File: config.mk
export PLATFORM = sky130hd
export DESIGN_NAME = sbr_lane
export DESIGN_NICKNAME = d
export VERILOG_FILES = /design/src/rtl/sbr_pkg.sv /design/src/rtl/sbr_lane.sv
export SDC_FILE = /design/constraint.sdc
export NUM_CORES = 1
export LEC_CHECK = 0
export BUFFER_PORTS_ARGS = -buffer_cell sky130_fd_sc_hd__buf_2
export CAP_MARGIN = 10
export CORE_MARGIN = 5
export CORE_UTILIZATION = 35
export CTS_CLUSTER_SIZE = 10
export DETAILED_ROUTE_END_ITERATION = 7
export PLACE_DENSITY = 0.63
export SYNTH_ARGS = -nofsm -noshare
export SYNTH_HDL_FRONTEND = slang
export SYNTH_SLANG_ARGS = --single-unit
File: constraint.sdc
create_clock -name i_clk -period 5.1 [get_ports i_clk]
set_input_delay 1.02 -clock i_clk [delete_from_list [all_inputs] [get_ports i_clk]]
set_output_delay 1.02 -clock i_clk [all_outputs]
set_load 0.03 [all_outputs]
File: src/rtl/sbr_pkg.sv
`timescale 1ns / 1ps
`default_nettype none
// ----------------------------------------------------------------------------
// sbr_pkg
// Shared types, constants and the divide-by-ten helper of the 5x5 blur.
// ----------------------------------------------------------------------------
package sbr_pkg;

    localparam int CH_W          = 8;
    localparam int NUM_CH        = 3;
    localparam int NUM_TAPS      = 5;
    localparam int NUM_BANKS     = 4;
    localparam int BANK_W        = 2;
    localparam int WIDTH_REG_W   = 12;
    localparam int HEIGHT_REG_W  = 13;
    localparam int CFG_DATA_W    = 13;
    localparam int CFG_INDEX_W   = 1;
    localparam int DIM_W         = 15;
    localparam int SUM_W         = 12;
    localparam int DIV10_MUL_W   = 11;
    localparam int DIV10_PROD_W  = SUM_W + DIV10_MUL_W;
    localparam int DIV10_SHIFT   = 14;
    localparam int KERN_SIZE     = 5;
    localparam int KERN_HALF     = 2;

    localparam logic [DIV10_MUL_W-1:0]  DIV10_MUL         = 11'd1639;
    localparam logic [WIDTH_REG_W-1:0]  FRAME_WIDTH_RST   = 12'd640;
    localparam logic [HEIGHT_REG_W-1:0] FRAME_HEIGHT_RST  = 13'd480;

    localparam logic [CFG_INDEX_W-1:0] REG_FRAME_WIDTH  = 1'b0;
    localparam logic [CFG_INDEX_W-1:0] REG_FRAME_HEIGHT = 1'b1;

    typedef logic [CH_W-1:0] t_chan;
    typedef logic [NUM_CH-1:0][CH_W-1:0] t_pix;

    typedef struct packed {
        logic frame_end;
        t_pix pix;
    } t_result;

    // floor(s / 10) for s below 2560 via reciprocal multiply
    function automatic t_chan div10(input logic [SUM_W-1:0] s);
        logic [DIV10_PROD_W-1:0] p;
        p = DIV10_PROD_W'(s) * DIV10_PROD_W'(DIV10_MUL);
        return p[DIV10_SHIFT +: CH_W];
    endfunction

endpackage
`default_nettype wire

File: src/rtl/sbr_lane.sv
`timescale 1ns / 1ps
`default_nettype none
// ----------------------------------------------------------------------------
// sbr_lane
// One channel of the 1-2-4-2-1 kernel: weighted sum, then divide by ten.
// ----------------------------------------------------------------------------
module sbr_lane (
    input  wire logic                                   i_clk,
    input  wire logic                                   i_en,
    input  wire logic [sbr_pkg::NUM_TAPS-1:0][sbr_pkg::CH_W-1:0] i_tap,
    output logic [sbr_pkg::CH_W-1:0]                    o_quot
);

    logic [sbr_pkg::SUM_W-1:0] r_sum;
    logic [sbr_pkg::SUM_W-1:0] n_sum;
    logic [sbr_pkg::CH_W-1:0]  r_quot;

    always_comb begin
        n_sum = sbr_pkg::SUM_W'(i_tap[0])
              + (sbr_pkg::SUM_W'(i_tap[1]) << 1)
              + (sbr_pkg::SUM_W'(i_tap[2]) << 2)
              + (sbr_pkg::SUM_W'(i_tap[3]) << 1)
              + sbr_pkg::SUM_W'(i_tap[4]);
    end

    always_ff @(posedge i_clk) begin
        if (i_en) begin
            r_sum  <= n_sum;
            r_quot <= sbr_pkg::div10(r_sum);
        end
    end

    assign o_quot = r_quot;

endmodule
`default_nettype wire

### Yosys cells after proc, flatten, opt, wreduce, memory -nomap -nowiden

Index checks and enable logic that the tools add are counted.

* $add $sub $neg: 4
* $mul: 1

Operators by type and width (count)
* $mul 12x11->22 const B: 1
* $add 11x9->12: 1
* $add 12x8->12: 1
* $add 10x10->11: 1
* $add 8x9->10: 1

* register bits: 20
* input port bits: 42
* logic and storage cells: 7

### Longest topological paths before layout

* depth in word-level cells: 4
* gate-level depth with buffers: 16

### Worst setup path before layout

OpenSTA, ideal clock, no wires.

* path type: register to register
* start point: register r_sum[7] (netlist bit)
* end point: register r_quot, in the netlist o_quot[6], data pin
* setup time: 268 ps
* arrival: 4120 ps
* slack: 712 ps
* stages on the path, launching flop included: 17
* clock period less this slack: 4388 ps
* cell sequence: edfxtp_1 ha_1 inv_1 fa_1 inv_1 fa_1 fa_1 inv_1 fa_1 inv_1 ha_1 a21o_1 a21o_1 a21oi_1 a221oi_1 a2111oi_2 a31oi_1

* word-level cells in the longest chain between the ends: 1

RTL lines
* start, declared: line sbr_lane.sv:14 `logic [sbr_pkg::SUM_W-1:0] r_sum;`
* start signal, assigned: line sbr_lane.sv:28 `r_sum <= n_sum;`
* $mul 12x11->22: line sbr_pkg.sv:44 `p = DIV10_PROD_W'(s) * DIV10_PROD_W'(DIV10_MUL);`
* end signal, assigned: line sbr_lane.sv:29 `r_quot <= sbr_pkg::div10(r_sum);`
* end, declared: line sbr_lane.sv:16 `logic [sbr_pkg::CH_W-1:0] r_quot;`

Every way passes these cells.
A chain may end at the register's enable or synchronous reset.

### Final worst setup path

Same ends and word-level chain as after synthesis.

==> flow_summary.ini <==
[routing]
drtIter0Drc = 118
drc = 0
avgViaCountPerCell = 4.80
vias = 2688
dr.pass1.iters = 4
wl_mm = 7.54
drtAntennaViolNets = 0
drt-wirelength-per-cell_um = 13.5

[critical_path]
cp_num_buf_inv = 4
arrival_ps = 4800
worstPathRequired_ps = 5090
worstSetupPathType = reg2reg
reg2reg_depth = 16
cp_cell_sequence = ha_1, inv_1, fa_1, inv_1, fa_1, fa_1, inv_1, fa_1, inv_1, ha_1, a21o_1, a21o_1, a21oi_1, a221oi_1, a2111oi_2, a31oi_1
slowest_stage = fa_1
cpPeakStageDelay_ps = 550
cp-end-kind = flop
worst-path-stages = 16
critical_path.startpoint_type = flop
cp_max_fo = 6
path_delay_family = adder cells

[global_route]
grt_pass1_vias = 2800
grt_usage_pct = 11.8
grt_max_degree = 21
antenna_found_initial = 0
grt_first_pass_wirelength_mm = 12.8
overflow = 0

[finish]
area_growth_pct = 13.2
antenna_cells = 0
drive_gt1_share_pct = 13.8
fin_nets = 606
final_cell_area_um2 = 4460
fillers = 1077

[synthesis]
synth_area_leaders = fa_1, ha_1, edfxtp_1
yosysWarnings = 0
synthDistinctLibCells = 38
ys_ff_latch = 20
async_flop_share_pct = 0
synth_top_cell_by_area = fa_1
synth.cell_area_um2 = 3940
synth_flop_cell = edfxtp_1
syn_area_per_cell_um2 = 10.7
ys_seq_area_share_pct = 15.2
syn_inst = 368
synth_top_cell_area_share_pct = 31.0
synth_fp_nets = 553
synth_edf_count = 20

[cts]
ctsHoldBuffers = 0
htree_num_levels = 1
insertion_delay_ps = 260
cts.repair.resized = 0
cts.clk_slew.worst_paths_ps = 60
cts_sinks = 20
cts_root_buf = clkbuf_16
cts_tree = done
postCtsSetupBuffers = 0
cts_buffers = 3
clk_path_buf_depth = 2

[placed_design]
port_buffers = 49
placed_area_um2 = 4360
hpwl_mm = 6.87
gp_congestion = 0.906

[sta]
worstMarginPinSlew_ps = 490
hold_viol_final = 0
fin_skew_ps = 1.25
max_freq_mhz = 208
finalCritPeriodShare_pct = 94.3
grt_setup_unrepaired = no
setup_viol = 0
drv_slew = 0
period_needed_ps = 4810
setup_tns_ps = 0
slew_headroom_pct = 67.4

[die]
fp.coreArea_um2 = 10900
die_area_um2 = 13500
io_pins = 50
num_rows = 38
fp.dieW_um = 116
start_util_pct = 36.1
die_y_um = 116

[job]
maxCapViolCount = 0

[hold_path]
hold_path_depth = 3
hp-class = reg2reg

[status]
status = completed
-- kinds of logic after synthesis --
| group | count (synthesis) | share of synthesized area, % |
|---|---|---|
| muxes | 1 | 0.254 |
| buffers and inverters | 94 | 8.95 |
| xor gates and xnor gates | 16 | 3.55 |
| adders and majority gates | 143 | 57.0 |
| DFF | 20 | 15.2 |
| AOI/OAI and AO/OA | 61 | 10.9 |
| and+or+nand+nor | 33 | 4.16 |
-- final cells by class --
class                      instances  area, um^2  share of cell area [%]
clock buffer                       3        75.1                    1.68
clock inverter                     1        30.0                   0.673
inverter                          93         349                    7.82
multi-input combinational        254        2990                    67.0
sequential                        20         601                    13.5
tap                              140         175                    3.92
timing repair buffer              49         245                    5.49
-- cells in the mapped netlist (3+ instances only) --
master and number:
o21ai_1 6, nor2_1 7, inv_1 93, xor2_1 3, ha_1 82, a21o_1 11
fa_1 61, nor2b_1 3, a31oi_1 5, a21oi_1 10, o21ai_0 9, xnor2_1 13
nand2_1 10, o21a_1 4, edfxtp_1 20, nor3_1 3
-- stage by stage --
stage               worst slack [ps]  hold slack [ps]  std cells  utilization [%]
floorplan                        712              876        368                -
global placement                 429             1020        556             39.9
detailed placement               355             1020        556             39.9
CTS                              300             1050        560             40.8
global route                    90.6             1080        560             40.8
finish                           292             1040        560             40.8
-- path summary, 6_finish.rpt --
check,from,slack (ps),end
worst max-delay path,r_sum[7],290,o_quot[6]
worst min-delay path,r_sum[11],1040,o_quot[7]
worst max register to register,r_sum[7],290,o_quot[6]
worst min register to register,r_sum[11],1040,o_quot[7]
-- metal layers --
metal	GRT usage [%]	vias to the layer above	share of wire, %
met2	20.0	41	51
met4	3.33	0	1.3
li1	-	1316	-
met3	1.09	7	2.2
met1	16.2	1324	45
met5	0	-	0
-- cell usage in the layout, fill, tap and decap left out, drive strengths merged --
master   netlist  final
a221oi         1      1
o21bai         2      2
or2b           1      1
and2           2      2
o21a           4      4
o211a          1      1
a211o          2      2
nand3          2      2
and3           1      1
a41oi          1      1
nand4          1      1
clkbuf         1      3
fa            61     61
o21ai         15     15
nor3           3      3
ha            82     82
xnor2         13     13
a21oi         10     10
mux2i          1      1
a31oi          6      6
a21o          11     11
nand2         10     10
inv           93     93
bufinv         0      1
and4           1      1
o41ai          1      1
nor2           7      7
a211oi         3      3
o2111ai        2      2
nand2b         1      1
nor2b          3      3
a2111oi        1      1
buf            0     49
o31ai          1      1
xor2           3      3
nand4b         1      1
edfxtp        20     20
-- flip-flops by register name (all words and copies together) (netlist names) --
name,cells
r_sum,12
o_quot,8
-- worst min-delay path: stages (launching register included) --
cell,delay (ps)
edfxtp_1,460
ha_1,210
xnor2_1,110
xnor2_1,160
Power is not shown: default switching activity piles up to over one toggle a cycle in this logic, so the estimate is an artifact.
