**src/rtl/sbr_pkg.sv**
```systemverilog
`timescale 1ns / 1ps
`default_nettype none
// ----------------------------------------------------------------------------
// sbr_pkg
// Shared types, constants and the divide-by-ten helper of the 5x5 blur.
// ----------------------------------------------------------------------------
package sbr_pkg;

    localparam int CH_W          = 8;
    localparam int NUM_CH        = 3;
    localparam int NUM_TAPS      = 5;
    localparam int NUM_BANKS     = 4;
    localparam int BANK_W        = 2;
    localparam int WIDTH_REG_W   = 12;
    localparam int HEIGHT_REG_W  = 13;
    localparam int CFG_DATA_W    = 13;
    localparam int CFG_INDEX_W   = 1;
    localparam int DIM_W         = 15;
    localparam int SUM_W         = 12;
    localparam int DIV10_MUL_W   = 11;
    localparam int DIV10_PROD_W  = SUM_W + DIV10_MUL_W;
    localparam int DIV10_SHIFT   = 14;
    localparam int KERN_SIZE     = 5;
    localparam int KERN_HALF     = 2;

    localparam logic [DIV10_MUL_W-1:0]  DIV10_MUL         = 11'd1639;
    localparam logic [WIDTH_REG_W-1:0]  FRAME_WIDTH_RST   = 12'd640;
    localparam logic [HEIGHT_REG_W-1:0] FRAME_HEIGHT_RST  = 13'd480;

    localparam logic [CFG_INDEX_W-1:0] REG_FRAME_WIDTH  = 1'b0;
    localparam logic [CFG_INDEX_W-1:0] REG_FRAME_HEIGHT = 1'b1;

    typedef logic [CH_W-1:0] t_chan;
    typedef logic [NUM_CH-1:0][CH_W-1:0] t_pix;

    typedef struct packed {
        logic frame_end;
        t_pix pix;
    } t_result;

    // floor(s / 10) for s below 2560 via reciprocal multiply
    function automatic t_chan div10(input logic [SUM_W-1:0] s);
        logic [DIV10_PROD_W-1:0] p;
        p = DIV10_PROD_W'(s) * DIV10_PROD_W'(DIV10_MUL);
        return p[DIV10_SHIFT +: CH_W];
    endfunction

endpackage
`default_nettype wire

```
**src/rtl/sbr_out_buf.sv**
```systemverilog
`timescale 1ns / 1ps
`default_nettype none
// ----------------------------------------------------------------------------
// sbr_out_buf
// Output register with a skid entry; full stalls the pipeline.
// ----------------------------------------------------------------------------
module sbr_out_buf (
    input  wire logic             i_clk,
    input  wire logic             i_rst_n,
    input  wire logic             i_push,
    input  wire sbr_pkg::t_result i_data,
    output logic                  o_full,
    output logic                  o_valid,
    output sbr_pkg::t_result      o_data,
    input  wire logic             i_ready
);

    logic             r_out_valid;
    logic             r_skid_valid;
    sbr_pkg::t_result r_out;
    sbr_pkg::t_result r_skid;
    logic             c_take;

    assign c_take = r_out_valid && i_ready;

    always_ff @(posedge i_clk) begin
        if (!i_rst_n) begin
            r_out_valid  <= 1'b0;
            r_skid_valid <= 1'b0;
        end else if (r_skid_valid) begin
            if (c_take) begin
                r_skid_valid <= 1'b0;
            end
        end else if (i_push) begin
            if (r_out_valid && !c_take) begin
                r_skid_valid <= 1'b1;
            end else begin
                r_out_valid <= 1'b1;
            end
        end else if (c_take) begin
            r_out_valid <= 1'b0;
        end
    end

    always_ff @(posedge i_clk) begin
        if (r_skid_valid) begin
            if (c_take) begin
                r_out <= r_skid;
            end
        end else if (i_push) begin
            if (r_out_valid && !c_take) begin
                r_skid <= i_data;
            end else begin
                r_out <= i_data;
            end
        end
    end

    assign o_full  = r_skid_valid;
    assign o_valid = r_out_valid;
    assign o_data  = r_out;

endmodule
`default_nettype wire

```
**config.mk**
```make
export PLATFORM = sky130hd
export DESIGN_NAME = sbr_out_buf
export DESIGN_NICKNAME = d
export VERILOG_FILES = /design/src/rtl/sbr_pkg.sv /design/src/rtl/sbr_out_buf.sv
export SDC_FILE = /design/constraint.sdc
export NUM_CORES = 1
export LEC_CHECK = 0
export ABC_AREA = 1
export BUFFER_PORTS_ARGS = -buffer_cell sky130_fd_sc_hd__buf_2
export CORE_UTILIZATION = 45
export DETAILED_ROUTE_END_ITERATION = 6
export GPL_TIMING_DRIVEN = 1
export PLACE_DENSITY_LB_ADDON = 0.2
export SYNTH_ARGS = -nofsm -noshare
export SYNTH_HDL_FRONTEND = slang
export SYNTH_SLANG_ARGS = --single-unit
```
**constraint.sdc**
```tcl
create_clock -name i_clk -period 2.2 [get_ports i_clk]
set_input_delay 0.44 -clock i_clk [delete_from_list [all_inputs] [get_ports i_clk]]
set_output_delay 0.44 -clock i_clk [all_outputs]
set_load 0.02 [all_outputs]
```
# --- Word-level counts from Yosys, hierarchy flattened ---
# Index checks and enable logic that the tools add are counted.
totals:
  ff_bits: 52
op_classes:
  n_eq_ne: 3
  n_mux: 11
  bitwise_logic: 1
  reduce_logical: 8
op_table:
  columns: ["cell", "n"]
  rows:
  - ["$mux W25", 4]
  - ["$reduce_and A3 Y1", 3]
  - ["$mux W1", 7]
  - ["$ne A2 B2 Y1 const B", 2]
  - ["$reduce_bool A2 Y1", 2]
  - ["$logic_and A1 B1 Y1", 2]
  - ["$ne A2 B1 Y1 const B", 1]
  - ["$logic_not A1 Y1", 1]
  - ["$not A1 Y1", 1]

# --- Depth between registers and ports, before layout ---
# Gate-level depths: netlist (run 1).
logic_depth:
  word_depth: 6
  mapped_depth: 5
  depth_no_buf: 5

# --- Least setup slack after synthesis (run 1) ---
# OpenSTA, ideal clock, no wires.
synth_path:
  path_kind: "register -> register"
  startpoint: "register r_skid_valid, in the netlist o_full"
  endpoint: "register r_out (netlist bit o_data[0]) (enable)"
  setup_ns: 0.415
  t_arrival_ns: 2.005
  slack_ns: -0.220
  path_stages_with_launch: 4
  n_path_buf: 1
  period_less_slack_ns: 2.420
  path_cell_list: "dfxtp_1 buf_6 nand2_1 a21oi_1"
synth_via:
  elab_chain_len: 2
  elab_cells_between_ends: 4
synth_lines:
  columns: ["element", "line_no", "source"]
  rows:
  - ["start: declaration", "sbr_out_buf.sv:19", "logic r_skid_valid;"]
  - ["start signal: assignment", "sbr_out_buf.sv:29", "r_skid_valid <= 1'b0;"]
  - ["start signal: assignment", "sbr_out_buf.sv:32", "r_skid_valid <= 1'b0;"]
  - ["start signal: assignment", "sbr_out_buf.sv:36", "r_skid_valid <= 1'b1;"]
  - ["$ne A2 B1 Y1 (no line) (tied with other cells)", null, null]
  - ["$reduce_and A3 Y1 (no line) (*)", null, null]
  - ["end signal: assignment", "sbr_out_buf.sv:48", "r_out <= r_skid;"]
  - ["end signal: assignment", "sbr_out_buf.sv:54", "r_out <= i_data;"]
  - ["end: declaration", "sbr_out_buf.sv:20", "sbr_pkg::t_result r_out;"]
# Mark *: on every way between the ends. The rest lies on a longest branch, timed or not.
# A chain may end at the register's enable or synchronous reset.

# --- Worst setup path after layout (run 1) ---
layout_path:
  startpoint: "register r_skid_valid, in the netlist o_full"
  endpoint: "output o_full"
layout_lines:
  columns: ["element", "line_no", "source"]
  rows:
  - ["end: declaration", "sbr_out_buf.sv:12", "output logic o_full,"]
# No word-level cell between the ends.

==> run metrics, run 1 <==
status=complete, no violations; largest area contributor in the netlist=edfxtp_1; placer's final routability congestion estimate=around 0.67; worst hold path class=input port to register; WP data arrival=around 1200 ps; Max transition margin=69.7%; crit path cell chain=buf_2; instance area at placement=2290 um^2; main combinational cell family by area after synthesis=simple AND/OR/NAND/NOR gates; Routed Antenna Nets=0; CTS sink count=52; period utilisation layout=between 70% and 80%; xor-xnor portion of the synthesized cell area=0%; I/O pin total=56; Final Hold Vio Count=0; nets=~240; layer with the highest usage=met2; post-CTS setup buffer count=0; H-tree Lvls=2; leakage power=~1.0 nW; CP max stage delay=a little over 600 ps; TNS Setup=0 ps; Slew @ Worst Pin=453 ps; Worst setup EP type=output pin; adder and majority gate portion of the synthesized area=0%; share of post-route cells with drive strength above 1=32.7%; worst-path fanout max=13; top cells by area, synth=edfxtp_1, nand2_1, dfxtp_1; Power, Total=0.00187 W; Max Fclk=between 600 and 700 MHz; Worst-Skew Late Latency=around 300 ps; cts repair resizes=0; post-route insts no fill=~260; grt ovf=0; drt first-iter violations=95; Antenna Cells=0; first-pass GRT wire length=about 5400 um; DP Cell Count=257; WL final=roughly 3400 um; final instance area=2370 um^2; met3 Use GR=6.17%; final setup skew=approximately 2.7 ps; Max clock buf depth=2; syn_nets=between 150 and 200; sequential share of the synthesized area=78.9%; area of the multi-input gates=338 um^2; number of max-cap violations=0; Ys Warns=0; Crit-path slowest cell=dfxtp_1; port bufs=55; Syn Area/Cell=approximately 13 um^2; final worst slack=about 600 ps; grt met1 use=between 20% and 30%; Die Wd=about 68 um; Setup-failing EPs final=0; hold-fix buffer count after cts=0; CP Launch Type=register; Crit Path Category=register to output pin; Initial Utilization=47.8%; Bufs and invs on worst path=1; wire per inst=between 10 and 15 um; post-synthesis compound-gate area fraction=less than 1%; initial antenna violation count=0; overall routing resource usage=17.0%; Synth Register Bits=52; largest net degree at the start of global routing=26; VDD IR max=428 uV; Fillers=around 350; P&R area growth vs syn=21.1%; row count=23; post-synthesis mux area share=0%; min Tclk post-route=1600 ps; DP Worst Slack=677 ps; drt pass-1 iters=4; CP required=approximately 1800 ps; die area=about 4600 um^2; top cell type's share of synthesized area=76.9%; total CTS buffers=5; Die H=about 68 um; pwr/cell area=between 700 and 800 nW/um^2; Core Area=4090 um^2; Slew Viols, Final=0; Gate Count Post-Synth=about 150; crit-path leading delay family=flip-flops; clock-pin slew on the worst setup and hold paths=approximately 90 ps; Netlist Area Pre-Place=~2000 um^2; vias in the first global route=between 1000 and 1500; DRC=0; CTS tree=done; RSZ-0062 raised after global routing=false; Synth cell types=13; GRT met2 Usage=~27%; sequential cell area=1540 um^2; Synth Area in Simple Gates=between 10% and 20%; Vias=approximately 1300; via/cell ratio=4.75; Clock Tree Root=clkbuf_8; Post-DP HPWL=around 2400 um
## sequential cells by signal, indices dropped and copies added (netlist names)
register  cells
o_valid       1
o_full        1
r_skid       25
o_data       25
## cell usage in the layout, fill, tap and decap left out, drive strengths merged
cell	instances
nor2	2
a21oi	2
inv	7
buf	61
nand2	82
clkinv	1
edfxtp	50
dfxtp	2
nand3	1
clkbuf	6
## report_power, final
group	internal [W]	switching, W	leakage, nW
registers	0.00115	0.0000153	0.485
logic	0.0000687	0.000132	0.520
clock network	0.000217	0.000288	0.0410
## layout make-up
type                            instances  share of cell area (%)
Multi-Input combinational cell         87                    14.3
Sequential cell                        52                    65.2
Clock inverter                          1                   0.212
Inverter                                7                    1.11
Timing Repair Buffer                   61                    13.5
Tap cell                               50                    2.64
Clock buffer                            6                    3.07
## cell families (layout without fill, tap and decap cells)
logic type | Yosys count | in the layout
AO/OA/AOI/OAI | 2 | 2
AND/OR/NAND/NOR | 85 | 85
buffers and inverters | 12 | 75
flip-flops | 52 | 52
## cell usage after synthesis
cell and instances:
buf_4 1, dfxtp_1 2, a21oi_1 1, nand2_1 82, inv_1 6, nor2_1 2, nand3_1 1, a21oi_2 1
buf_6 1, buf_2 1, clkbuf_8 2, inv_2 1, edfxtp_1 50
## layer usage
metal	share of wire (%)	wire, um
met1	43	1480
met2	49	1670
met3	6.1	208
met4	2.0	68
met5	0	0
## final timing paths
kind | start | to | slack (ps) | cells past startpoint
setup reg to reg | o_full | o_data[10] | 680 | 3
setup / recovery | o_full | o_full | 600 | 1
hold / removal | i_data[21] | r_skid[21] | 330 | 1
hold reg to reg | r_skid[2] | o_data[2] | 520 | 2
## metrics by stage
step	util (%)	hold WS [ps]
after global routing	57.9	314
after CTS	57.9	323
after detailed placement	56.0	508
after floorplan	-	491
after global placement	56.0	500
final	57.9	329
Power figures use the tool's default switching activity.
==> run 2, diff against run 1 <==
CORE_UTILIZATION = 50   (was 45)
clock period = 1.62 ns   (was 2.2 ns; I/O delays follow)
==> run metrics, run 2 (synthesized netlist as in run 1, its figures left out) <==
Core Area=approximately 3700 um^2; post-route insts no fill=261; Max clock buf depth=2; drt pass-1 iters=4; Antenna Cells=0; Max Fclk=668 MHz; via/cell ratio=between 4 and 5; die area=around 4200 um^2; VDD IR max=about 580 uV; cts repair resizes=0; drt first-iter violations=37; DRC=0; sequential cell area=around 1500 um^2; P&R area growth vs syn=23.6%; Die Wd=about 65 um; port bufs=55; most frequent cells in the layout=nand2_1, buf_2, edfxtp_1, inv_1, clkbuf_8; initial antenna violation count=0; placer's final routability congestion estimate=about 0.68; Clock Tree Root=clkbuf_8; DP Cell Count=around 250; vias in the first global route=1233; CP required=~1600 ps; post-CTS setup buffer count=0; worst-path fanout max=25; first-pass GRT wire length=around 5300 um; worst hold path class=input port to register; Final Hold Vio Count=0; leakage power=1.05 nW; Die H=~65 um; Worst setup EP type=register; WP data arrival=between 1000 and 1500 ps; RSZ-0062 raised after global routing=false; grt ovf=0; Vias=1246; I/O pin total=56; clock-pin slew on the worst setup and hold paths=90 ps; number of max-cap violations=0; Fillers=between 300 and 400; Post-DP HPWL=2370 um; TNS Setup=0 ps; CTS sink count=52; H-tree Lvls=2; Slew Viols, Final=0; area of the multi-input gates=approximately 350 um^2; final worst slack=approximately 120 ps; status=complete, no violations; largest net degree at the start of global routing=26; final setup skew=11.1 ps; min Tclk post-route=around 1500 ps; CTS tree=done; wire per inst=around 13 um; CP Launch Type=register; period utilisation layout=92.4%; Worst-Skew Late Latency=just under 300 ps; Routed Antenna Nets=0; nets=around 240; Final Util=between 60% and 70%; pwr/cell area=around 1100 nW/um^2; Max transition margin=between 80% and 90%; hold-fix buffer count after cts=0; Initial Utilization=around 53%; commonest non-fill, non-tap cell in the layout=nand2_1; Worst R2R Setup Slack=120 ps; DP Worst Slack=about 160 ps; total CTS buffers=5; share of post-route cells with drive strength above 1=32.9%; Setup-failing EPs final=0; overall routing resource usage=17.5%; Slew @ Worst Pin=around 280 ps; WL final=3370 um; Crit Path Category=register to register; row count=22; Power, Total=between 0.002 and 0.003 W
run 2: final timing paths:
path,startpoint,endpoint,cells after the start
worst max-delay path,o_valid,r_skid[20],5
worst min-delay path,i_data[15],r_skid[15],1
worst max register to register,o_valid,r_skid[20],5
worst min register to register,r_skid[0],o_data[0],2
run 2: layer usage:
layer  vias up  wire length (um)  global-route usage (%)
met5         -                 0                       0
met3         4               152                    3.35
met2        42              1700                    29.5
met1       582              1480                    21.6
li1        618                 -                       -
met4         0                40                    8.89
run 2: worst max-delay path: stages, from the launching register on:
cell        delay (ps)
dfxtp_1            420
inv_1               80
nor2_1             220
nand2_1            180
clkinvlp_4         120
buf_12             170
run 2: stage by stage:
step | hold WS (ps) | cell area, um^2
floorplan | 422 | 1970
global placement | 498 | 2310
detailed placement | 504 | 2310
CTS | 214 | 2410
global route | 210 | 2410
finish | 219 | 2410
run 2: area by class of cell:
cell class	count	share of cell area (%)
multi-input combinational	87	14.3
tap	48	2.49
timing repair buffer	59	13.7
inverter	7	1.24
sequential	52	63.9
clock inverter	1	1.24
clock buffer	7	3.16
run 2: report_power, final:
group	switching, W	internal (W)
clock network	0.000380	0.000462
logic	0.000183	0.0000989
registers	0.0000208	0.00156
total	0.000584	0.00212
